===== src/sv/calclk_pkg.sv =====
// ----------------------------------------------------------------------------
// calclk_pkg
// Types, codes and the month length rule of the calendar clock.
// ----------------------------------------------------------------------------
`default_nettype none

package calclk_pkg;

	localparam int unsigned DataBits = 40;
	localparam int unsigned OpBits   = 2;

	typedef enum logic [OpBits-1:0] {
		OP_TICK     = 2'd0,
		OP_SET_TIME = 2'd1,
		OP_SET_DATE = 2'd2,
		OP_NONE     = 2'd3
	} op_t;

	typedef struct packed {
		logic [4:0] day;
		logic [3:0] month;
		logic [6:0] year;
		logic [5:0] second;
		logic [5:0] minute;
		logic [4:0] hour;
	} clock_t;

	typedef struct packed {
		clock_t clock;
		logic   new_day;
	} result_t;

	localparam logic [5:0] SecTop   = 6'd59;
	localparam logic [5:0] MinTop   = 6'd59;
	localparam logic [4:0] HourTop  = 5'd23;
	localparam logic [3:0] MonthTop = 4'd12;
	localparam logic [6:0] YearTop  = 7'd99;

	localparam logic [3:0] MonApr = 4'd4;
	localparam logic [3:0] MonJun = 4'd6;
	localparam logic [3:0] MonSep = 4'd9;
	localparam logic [3:0] MonNov = 4'd11;
	localparam logic [3:0] MonFeb = 4'd2;

	function automatic logic [4:0] month_length(input logic [3:0] month,
		input logic [6:0] year);
		logic [4:0] len;
		unique case (month)
			MonApr, MonJun, MonSep, MonNov: len = 5'd30;
			MonFeb: len = (year[1:0] == 2'b00) ? 5'd29 : 5'd28;
			default: len = 5'd31;
		endcase
		return len;
	endfunction

endpackage

`default_nettype wire


===== src/sv/calendar_clock_tick.sv =====
// ----------------------------------------------------------------------------
// calendar_clock_tick
// Real-time calendar clock driven by tick, set-time and set-date transfers.
// ----------------------------------------------------------------------------
// Every input transfer yields one output transfer with the time and date after
// the operation, registered in the output or, on a stall, the skid register.
// One transfer is taken per cycle while the skid register is empty: the
// counters update in the cycle of acceptance, and a two-entry output buffer
// (output plus skid register) keeps the input open while a result waits.
`default_nettype none

module calendar_clock_tick (
	input  wire                          clk,
	input  wire                          arst_n,
	input  wire                          s_tvalid,
	output logic                         s_tready,
	// set_hour, set_minute, set_second, set_year, set_month, set_day, zero fill
	input  wire [calclk_pkg::DataBits-1:0] s_tdata,
	// operation
	input  wire [calclk_pkg::OpBits-1:0]   s_tuser,
	output logic                         m_tvalid,
	input  wire                          m_tready,
	// hour, minute, second, year, month, day, zero fill
	output logic [calclk_pkg::DataBits-1:0] m_tdata,
	// new_day
	output logic                         m_tuser
);
	import calclk_pkg::*;

	logic [5:0] sec_q;
	logic [5:0] min_q;
	logic [4:0] hour_q;
	logic [4:0] day_q;
	logic [3:0] month_q;
	logic [6:0] year_q;

	result_t out_q;
	result_t skid_q;
	logic    out_valid_q;
	logic    skid_valid_q;

	clock_t  set_in;
	clock_t  next_clk;
	logic    next_new_day;
	result_t next_res;
	logic    accept;
	logic    out_free;
	op_t     op;

	assign set_in   = clock_t'(s_tdata[$bits(clock_t)-1:0]);
	assign op       = op_t'(s_tuser);
	assign s_tready = !skid_valid_q;
	assign accept   = s_tvalid && s_tready;
	assign out_free = !out_valid_q || m_tready;

	always_comb begin
		next_clk     = '{day: day_q, month: month_q, year: year_q,
			second: sec_q, minute: min_q, hour: hour_q};
		next_new_day = 1'b0;
		unique case (op)
			OP_TICK: begin
				if (sec_q < SecTop) begin
					next_clk.second = sec_q + 6'd1;
				end else begin
					next_clk.second = '0;
					if (min_q < MinTop) begin
						next_clk.minute = min_q + 6'd1;
					end else begin
						next_clk.minute = '0;
						if (hour_q < HourTop) begin
							next_clk.hour = hour_q + 5'd1;
						end else begin
							next_clk.hour = '0;
							next_new_day  = 1'b1;
							if (day_q < month_length(month_q, year_q)) begin
								next_clk.day = day_q + 5'd1;
							end else begin
								next_clk.day = 5'd1;
								if (month_q < MonthTop) begin
									next_clk.month = month_q + 4'd1;
								end else begin
									next_clk.month = 4'd1;
									next_clk.year  = (year_q < YearTop) ?
										year_q + 7'd1 : '0;
								end
							end
						end
					end
				end
			end
			OP_SET_TIME: begin
				next_clk.hour   = set_in.hour;
				next_clk.minute = set_in.minute;
				next_clk.second = set_in.second;
			end
			OP_SET_DATE: begin
				next_clk.year  = set_in.year;
				next_clk.month = set_in.month;
				next_clk.day   = set_in.day;
			end
			default: begin
			end
		endcase
		next_res = '{clock: next_clk, new_day: next_new_day};
	end

	always_ff @(posedge clk or negedge arst_n) begin
		if (!arst_n) begin
			sec_q   <= '0;
			min_q   <= '0;
			hour_q  <= '0;
			day_q   <= 5'd1;
			month_q <= 4'd1;
			year_q  <= '0;
		end else if (accept) begin
			sec_q   <= next_clk.second;
			min_q   <= next_clk.minute;
			hour_q  <= next_clk.hour;
			day_q   <= next_clk.day;
			month_q <= next_clk.month;
			year_q  <= next_clk.year;
		end
	end

	always_ff @(posedge clk or negedge arst_n) begin
		if (!arst_n) begin
			out_valid_q  <= 1'b0;
			skid_valid_q <= 1'b0;
		end else if (out_free) begin
			if (skid_valid_q) begin
				out_valid_q  <= 1'b1;
				skid_valid_q <= 1'b0;
			end else begin
				out_valid_q <= accept;
			end
		end else if (accept) begin
			skid_valid_q <= 1'b1;
		end
	end

	always_ff @(posedge clk) begin
		if (out_free) begin
			if (skid_valid_q) begin
				out_q <= skid_q;
			end else if (accept) begin
				out_q <= next_res;
			end
		end else if (accept) begin
			skid_q <= next_res;
		end
	end

	assign m_tvalid = out_valid_q;
	assign m_tdata  = {{(DataBits-$bits(clock_t)){1'b0}}, out_q.clock};
	assign m_tuser  = out_q.new_day;

	a_new_day_midnight: assert property (@(posedge clk) disable iff (!arst_n)
		m_tvalid && m_tuser |-> out_q.clock.hour == '0 && out_q.clock.minute == '0
			&& out_q.clock.second == '0)
		else $error("new day flagged away from midnight");

	a_skid_has_output: assert property (@(posedge clk) disable iff (!arst_n)
		skid_valid_q |-> out_valid_q)
		else $error("skid entry held while output register is empty");

	a_tick_second: assert property (@(posedge clk) disable iff (!arst_n)
		accept && op == OP_TICK && sec_q < SecTop |=> sec_q == $past(sec_q) + 6'd1)
		else $error("tick did not advance the seconds");

	a_result_follows: assert property (@(posedge clk) disable iff (!arst_n)
		accept |=> m_tvalid)
		else $error("accepted transfer produced no output");

endmodule

`default_nettype wire

===== config.mk =====
export PLATFORM = sky130hd
export DESIGN_NAME = calendar_clock_tick
export DESIGN_NICKNAME = d
export VERILOG_FILES = /design/src/sv/calclk_pkg.sv /design/src/sv/calendar_clock_tick.sv
export SDC_FILE = /design/constraint.sdc
export NUM_CORES = 1
export LEC_CHECK = 0
export BUFFER_PORTS_ARGS = -buffer_cell sky130_fd_sc_hd__buf_4
export CAP_MARGIN = 20
export CORE_MARGIN = 2
export CORE_UTILIZATION = 35
export DETAILED_ROUTE_END_ITERATION = 8
export PLACE_DENSITY_LB_ADDON = 0.05
export SLEW_MARGIN = 20
export SYNTH_ARGS = -nofsm -noshare
export SYNTH_HDL_FRONTEND = slang
export SYNTH_SLANG_ARGS = --single-unit

===== constraint.sdc =====
create_clock -name clk -period 3.6 [get_ports clk]
set_input_delay 0.72 -clock clk [delete_from_list [all_inputs] [get_ports clk]]
set_output_delay 0.72 -clock clk [all_outputs]
set_load 0.01 [all_outputs]

==> out/results.ini, run 1 <==
[setup_path]
critPathMaxFanout=7
crit_path_start_kind=flip-flop
r2r-start=month_q[0]
critical_path_class=reg -> reg
rrSetupSlack_ns=0.42
critPathMaxStageDelay_ns=0.60
cp_cell_sequence=inv_1, ha_1, nor3b_1, ha_1, o2111ai_1, a21oi_1, o311ai_0, mux2_2
crit_top_cell=ha_1
cp_data_required_time_ns=3.83
cp-end-kind=flip-flop
worst_r2r_path_depth=8
r2r_end=m_tdata[29]
cp_slowest_cell=o2111ai_1
crit_arrival_ns=3.41
crit_start=month_q[0]

[yosys]
synth_area_um2=5790
synth_cells=562
synth.distinct_cells=65
synth_commonest_cells=edfxtp_1 (68), nand2_1 (60), nor2_1 (41), o21ai_0 (41), clkbuf_1 (35)
synth-seq-cells=103
synth.most_common_cell=edfxtp_1
avgSynthCellArea_um2=10.3
ys_async_sr_fraction_pct=34.0
synth_area_leaders=edfxtp_1 (35%), dfrtp_1 (14%), mux2_2 (5.4%), nand2_1 (3.9%), o21ai_0 (3.5%)
yosys.area.top_type=edfxtp_1
synth-edff-count=68
synth_top_area_share_pct=35.3
synth-main-ff-cell=edfxtp_1
ys_seq_area_share_pct=50.4
synth_warnings=0

[power_and_ir_drop]
p_seq_share_pct=46.3
ir_drop_uv=226
comb_power_share_pct=25.3
power.switching_uw=1220
p_sw_share_pct=32.6
intPower_uw=2520
p_leak_uw=0.00259
power_density_nw_per_um2=543
clock_power_share_pct=28.4

[flow_run]
maxCapViolations=0

[route]
drc=0
drtPass1Iterations=5
drt_wl_total_um=16600
ant_nets=0
vias=4744
vias_per_cell=5.59
drt_iter0_markers=315
wl_per_cell_um=19.6

[die]
io_pins=89
die_y_um=133
fp-row-count=47
core_um2=16400
initial_core_util_pct=35.3
die_area_um2=17600
die_x_um=133

[global_routing]
grt_overflow_total=0
antenna_found_initial=0
grt_pass1_wl_um=26000
grt_pass1_vias=4654
grt_max_degree=44
grt_usage_pct=19.2

[timing]
clock_skew_ns=0.00995
relSlewSlack_pct=41.8
tightest_slew_ns=0.872
post-route-period-util_pct=88.3
setup-violations-final=0
rsz0062_at_grt=false
final.setup.tns_ns=0
post-route-min-period_ns=3.18
max_freq_mhz=314
slew_violations=0
hold_violations=0

[placed_design]
dp_hpwl_um=11600
io_buffers=74
gp_congestion=0.907

[final_layout]
final_layout_size_suffix_gt1_share_pct=23.6
antenna_cells=0
syn2layout_area_growth_pct=19.1
multi_input_area_um2=2590
fill_cells=1595
final_util_pct=42.0
nNetsFinal=680
regArea_um2=2920

[clocking]
cts_made_buffers=9
insertion_delay_ns=0.36
cts_setup_buffers=0
path_clk_slew_ns=0.07
clock_sinks=103
cts_tree=built
cts_root_buf=clkbuf_16
ctsLongestPathBuffers=2
cts.htree.levels=3
cts.repair.resized=0
holdBufCountCts=0

[run_status]
status=complete, no violations

[worst_hold_path]
hold_class=in -> async

power groups by stage:
stage | Sequential [uW] | Clock (uW) | Combinational (uW)
floorplan | 1660 | 0 | 690
global placement | 1740 | 0 | 935
detailed placement | 1750 | 0 | 946
CTS | 1720 | 1090 | 952
global route | 1760 | 1130 | 1060
finish | 1730 | 1060 | 946
routing by layer:
metal  wire (um)  global-route usage (%)  vias up
met5           0                       0        -
met4         460                    7.71        0
met3         772                    4.25       35
met2        7840                    30.7      138
met1        7570                    25.3     2310
li1            -                       -     2261
flip-flops by register name (all words and copies together) (netlist names):
name          count
hour_q            5
year_q            7
min_q             6
m_tuser           1
m_tvalid          1
month_q           4
m_tdata          33
skid_valid_q      1
skid_q           34
day_q             5
sec_q             6
worst max path at each step:
stage	end	depth (start not counted)
global route	m_tdata[29]	8
global placement	m_tdata[29]	8
detailed placement	m_tdata[29]	8
CTS	m_tdata[29]	8
floorplan	skid_q[0]	4
finish	m_tdata[29]	8
cells by family after synthesis:
group / Yosys count / synth area share [%]
other: 1 / 0.0647
AO/OA/AOI/OAI: 179 / 22.2
flip-flops: 103 / 50.4
AND/OR/NAND/NOR: 164 / 13.5
adder cells (fa/ha/maj): 11 / 2.38
multiplexers: 31 / 5.96
XOR/XNOR: 1 / 0.151
buffers and inverters: 72 / 5.36
cell usage in the layout (no fill, tap or decap), drive strengths merged, types with 12 or more instances in the layout:
cell	Yosys	final
nor2	41	41
nand2	60	60
nand3	12	12
mux2	28	28
a21oi	22	22
edfxtp	68	68
o21ai	43	43
inv	23	23
dfrtp	33	33
buf	14	93
a31oi	15	15
stage by stage:
step	hold WS (ns)	instance area, um2	power [uW]	instances	worst slack [ns]
CTS	0.354	6900	3770	848	0.398
floorplan	0.424	5810	2350	568	0.607
global route	0.369	6900	3950	848	0.150
global placement	0.515	6580	2680	832	0.458
finish	0.351	6900	3740	848	0.419
detailed placement	0.521	6580	2690	832	0.416
cell type report:
class	instances	area share, %
flip-flops and latches	103	42.4
multi-input cells	393	37.5
repair buffers	93	10.3
well taps	220	3.99
clock buffers	10	3.32
inverters	23	1.25
clock inverters	6	1.23
worst max-delay path, delay by kind of cell, from the launching register on:
| kind | cells | cell delay, ns |
|---|---|---|
| AOI/OAI and AO/OA | 3 | 1.39 |
| adders and majority gates | 2 | 0.54 |
| buffers and inverters | 1 | 0.11 |
| DFF | 1 | 0.59 |
| muxes | 1 | 0.26 |
| and+or+nand+nor | 1 | 0.17 |
No activity file was read; power rests on OpenSTA's default activity.
==> inputs of run 2 (changes only) <==
--- a/config.mk
+++ b/config.mk
@@ -5,11 +5,13 @@
 export SDC_FILE = /design/constraint.sdc
 export NUM_CORES = 1
 export LEC_CHECK = 0
+export ABC_CLOCK_PERIOD_IN_PS = 3600
 export BUFFER_PORTS_ARGS = -buffer_cell sky130_fd_sc_hd__buf_4
 export CAP_MARGIN = 20
 export CORE_MARGIN = 2
 export CORE_UTILIZATION = 35
 export DETAILED_ROUTE_END_ITERATION = 8
+export GPL_TIMING_DRIVEN = 0
 export PLACE_DENSITY_LB_ADDON = 0.05
 export SLEW_MARGIN = 20
 export SYNTH_ARGS = -nofsm -noshare
==> run 2 against run 1 <==
Against the previous run:
- sequential cell count stayed put
- worst hold slack worse by 0.0039 ns
- sequential power is 5% lower
- sequential share of layout area is 0.70 points lower
- routed wire length is 13% higher
- clock power is 4% lower
- critical path depth stayed put
- die area stayed put
- maximum frequency is 0.33% higher
- critical path type unchanged
- largest cell class unchanged
==> out/results.ini, run 2 (same netlist as run 1, synthesis figures left out) <==
[die]
core_um2=16400
fp-row-count=47
initial_core_util_pct=35.3
io_pins=89
die_x_um=133
die_area_um2=17600
die_y_um=133

[setup_path]
critPathMaxStageDelay_ns=0.60
crit_arrival_ns=3.28
crit_top_cell=ha_1
cp_num_buf_inv=1
crit_path_start_kind=flip-flop
cp_data_required_time_ns=3.71
cp_slowest_cell=a211oi_2
cp-end-kind=flip-flop
cp_cell_sequence=inv_1, ha_1, nor3b_1, ha_1, o2111ai_2, a211oi_2, o21ai_0, a221o_1
critical_path_class=reg -> reg
path_delay_family=compound AO/OA/AOI/OAI gates
critPathMaxFanout=7

[clocking]
cts_setup_buffers=0
cts_root_buf=clkbuf_16
cts.htree.levels=3
ctsLongestPathBuffers=2
cts_made_buffers=9
clock_sinks=103
insertion_delay_ns=0.36
cts_tree=built
path_clk_slew_ns=0.08

[route]
wl_per_cell_um=21.3
drt_wl_total_um=18800
drt_iter0_markers=325
drc=0
drtPass1Iterations=5
vias=4948
ant_nets=0
vias_per_cell=5.62

[flow_run]
maxCapViolations=0

[power_and_ir_drop]
power_density_nw_per_um2=538
ir_drop_uv=230
p_leak_uw=0.00262

[timing]
slew_violations=0
relSlewSlack_pct=32.3
post-route-min-period_ns=3.17
setup_ws_ns=0.430
clock_skew_ns=0.0105
post-route-period-util_pct=88.1
final.setup.tns_ns=0
max_freq_mhz=315
setup-violations-final=0
tightest_slew_ns=0.990
whs_ns=0.347
hold_violations=0
rsz0062_at_grt=false

[placed_design]
io_buffers=74
place_ws_ns=0.238
dp.cells=864
dp_hpwl_um=13400
gp_congestion=0.940

[global_routing]
grt_max_degree=36
grt_pass1_vias=4931
grt_pass1_wl_um=29000
grt_overflow_total=0
antenna_found_initial=0
grt_usage_pct=21.7

[final_layout]
syn2layout_area_growth_pct=21.1
largest-register=skid_q
finalNonFillerCells=880
final_cell_mix=buf_4 (82), edfxtp_1 (68), nand2_1 (60)
final_common_cell=buf_4
antenna_cells=0
largest_reg_flops=34
final_layout_size_suffix_gt1_share_pct=22.1
nNetsFinal=712

[run_status]
status=complete, no violations

[worst_hold_path]
hold_class=in -> async

-- run 2: changes by cell type in the layout (fill, tap and decap cells not counted), moves of 2 or more --
| cell | change |
|---|---|
| buf_16 | +2 |
| buf_4 | -10 |
| clkbuf_1 | +34 |
| buf_2 | +2 |
| inv_6 | +2 |
| clkinv_2 | +3 |
| buf_1 | +3 |
| clkinv_1 | -2 |
-- run 2: area by class of cell --
| cell class | instances | area (um2) |
|---|---|---|
| fill | 1607 | 9400 |
| sequential | 103 | 2920 |
| multi-input combinational | 393 | 2600 |
| timing repair buffer | 76 | 611 |
| tap | 220 | 275 |
| clock buffer | 9 | 225 |
| buffer | 49 | 224 |
| inverter | 23 | 86.3 |
| clock inverter | 7 | 71.3 |
-- run 2: per-stage QoR --
step	util, %	cell area [um2]	total power (uW)
3_3_place_gp	40.5	6650	2730
3_5_place_dp	40.9	6710	2760
6_report	42.7	7010	3770
2_1_floorplan	-	5810	2350
5_1_grt	42.7	7010	3970
4_1_cts	42.7	7010	3780
-- run 2: layer usage --
layer / share of wire, % / wire (um) / up-vias / track usage, %
li1: - / - / 2329 / -
met1: 45 / 8360 / 2425 / 28.3
met2: 49 / 9160 / 167 / 36.6
met3: 4.4 / 819 / 27 / 2.91
met4: 2.3 / 433 / 0 / 8.30
met5: 0 / 0 / - / 0
-- run 2: worst register-to-register path, cell delays in order, from the launching register on --
cell and delay, ns:
dfstp_2 0.40, inv_1 0.12, ha_1 0.18, nor3b_1 0.46, ha_1 0.31, o2111ai_2 0.30, a211oi_2 0.60, o21ai_0 0.21
a221o_1 0.35
-- run 2: final timing paths --
check / startpoint / to / slack (ns) / cells after the start
max in group asynchronous: arst_n / month_q[0] / 2.86 / 1
worst max register to register: month_q[0] / m_tdata[18] / 0.43 / 8
min in group clk: skid_q[12] / m_tdata[11] / 0.53 / 2
worst min-delay path: arst_n / sec_q[0] / 0.35 / 1
worst min register to register: skid_q[12] / m_tdata[11] / 0.53 / 2
worst max-delay path: month_q[0] / m_tdata[18] / 0.43 / 8
-- run 2: where the power goes --
part	switching [uW]	internal (uW)
clock network	480	543
logic	658	439
registers	152	1500
-- run 2: what timing repair did --
action                                 4_1_cts  5_1_grt
endpoints found under the hold margin        0        0
setup endpoints to repair                    0        1
resized for setup                            0        1
hold buffers                                 0        0
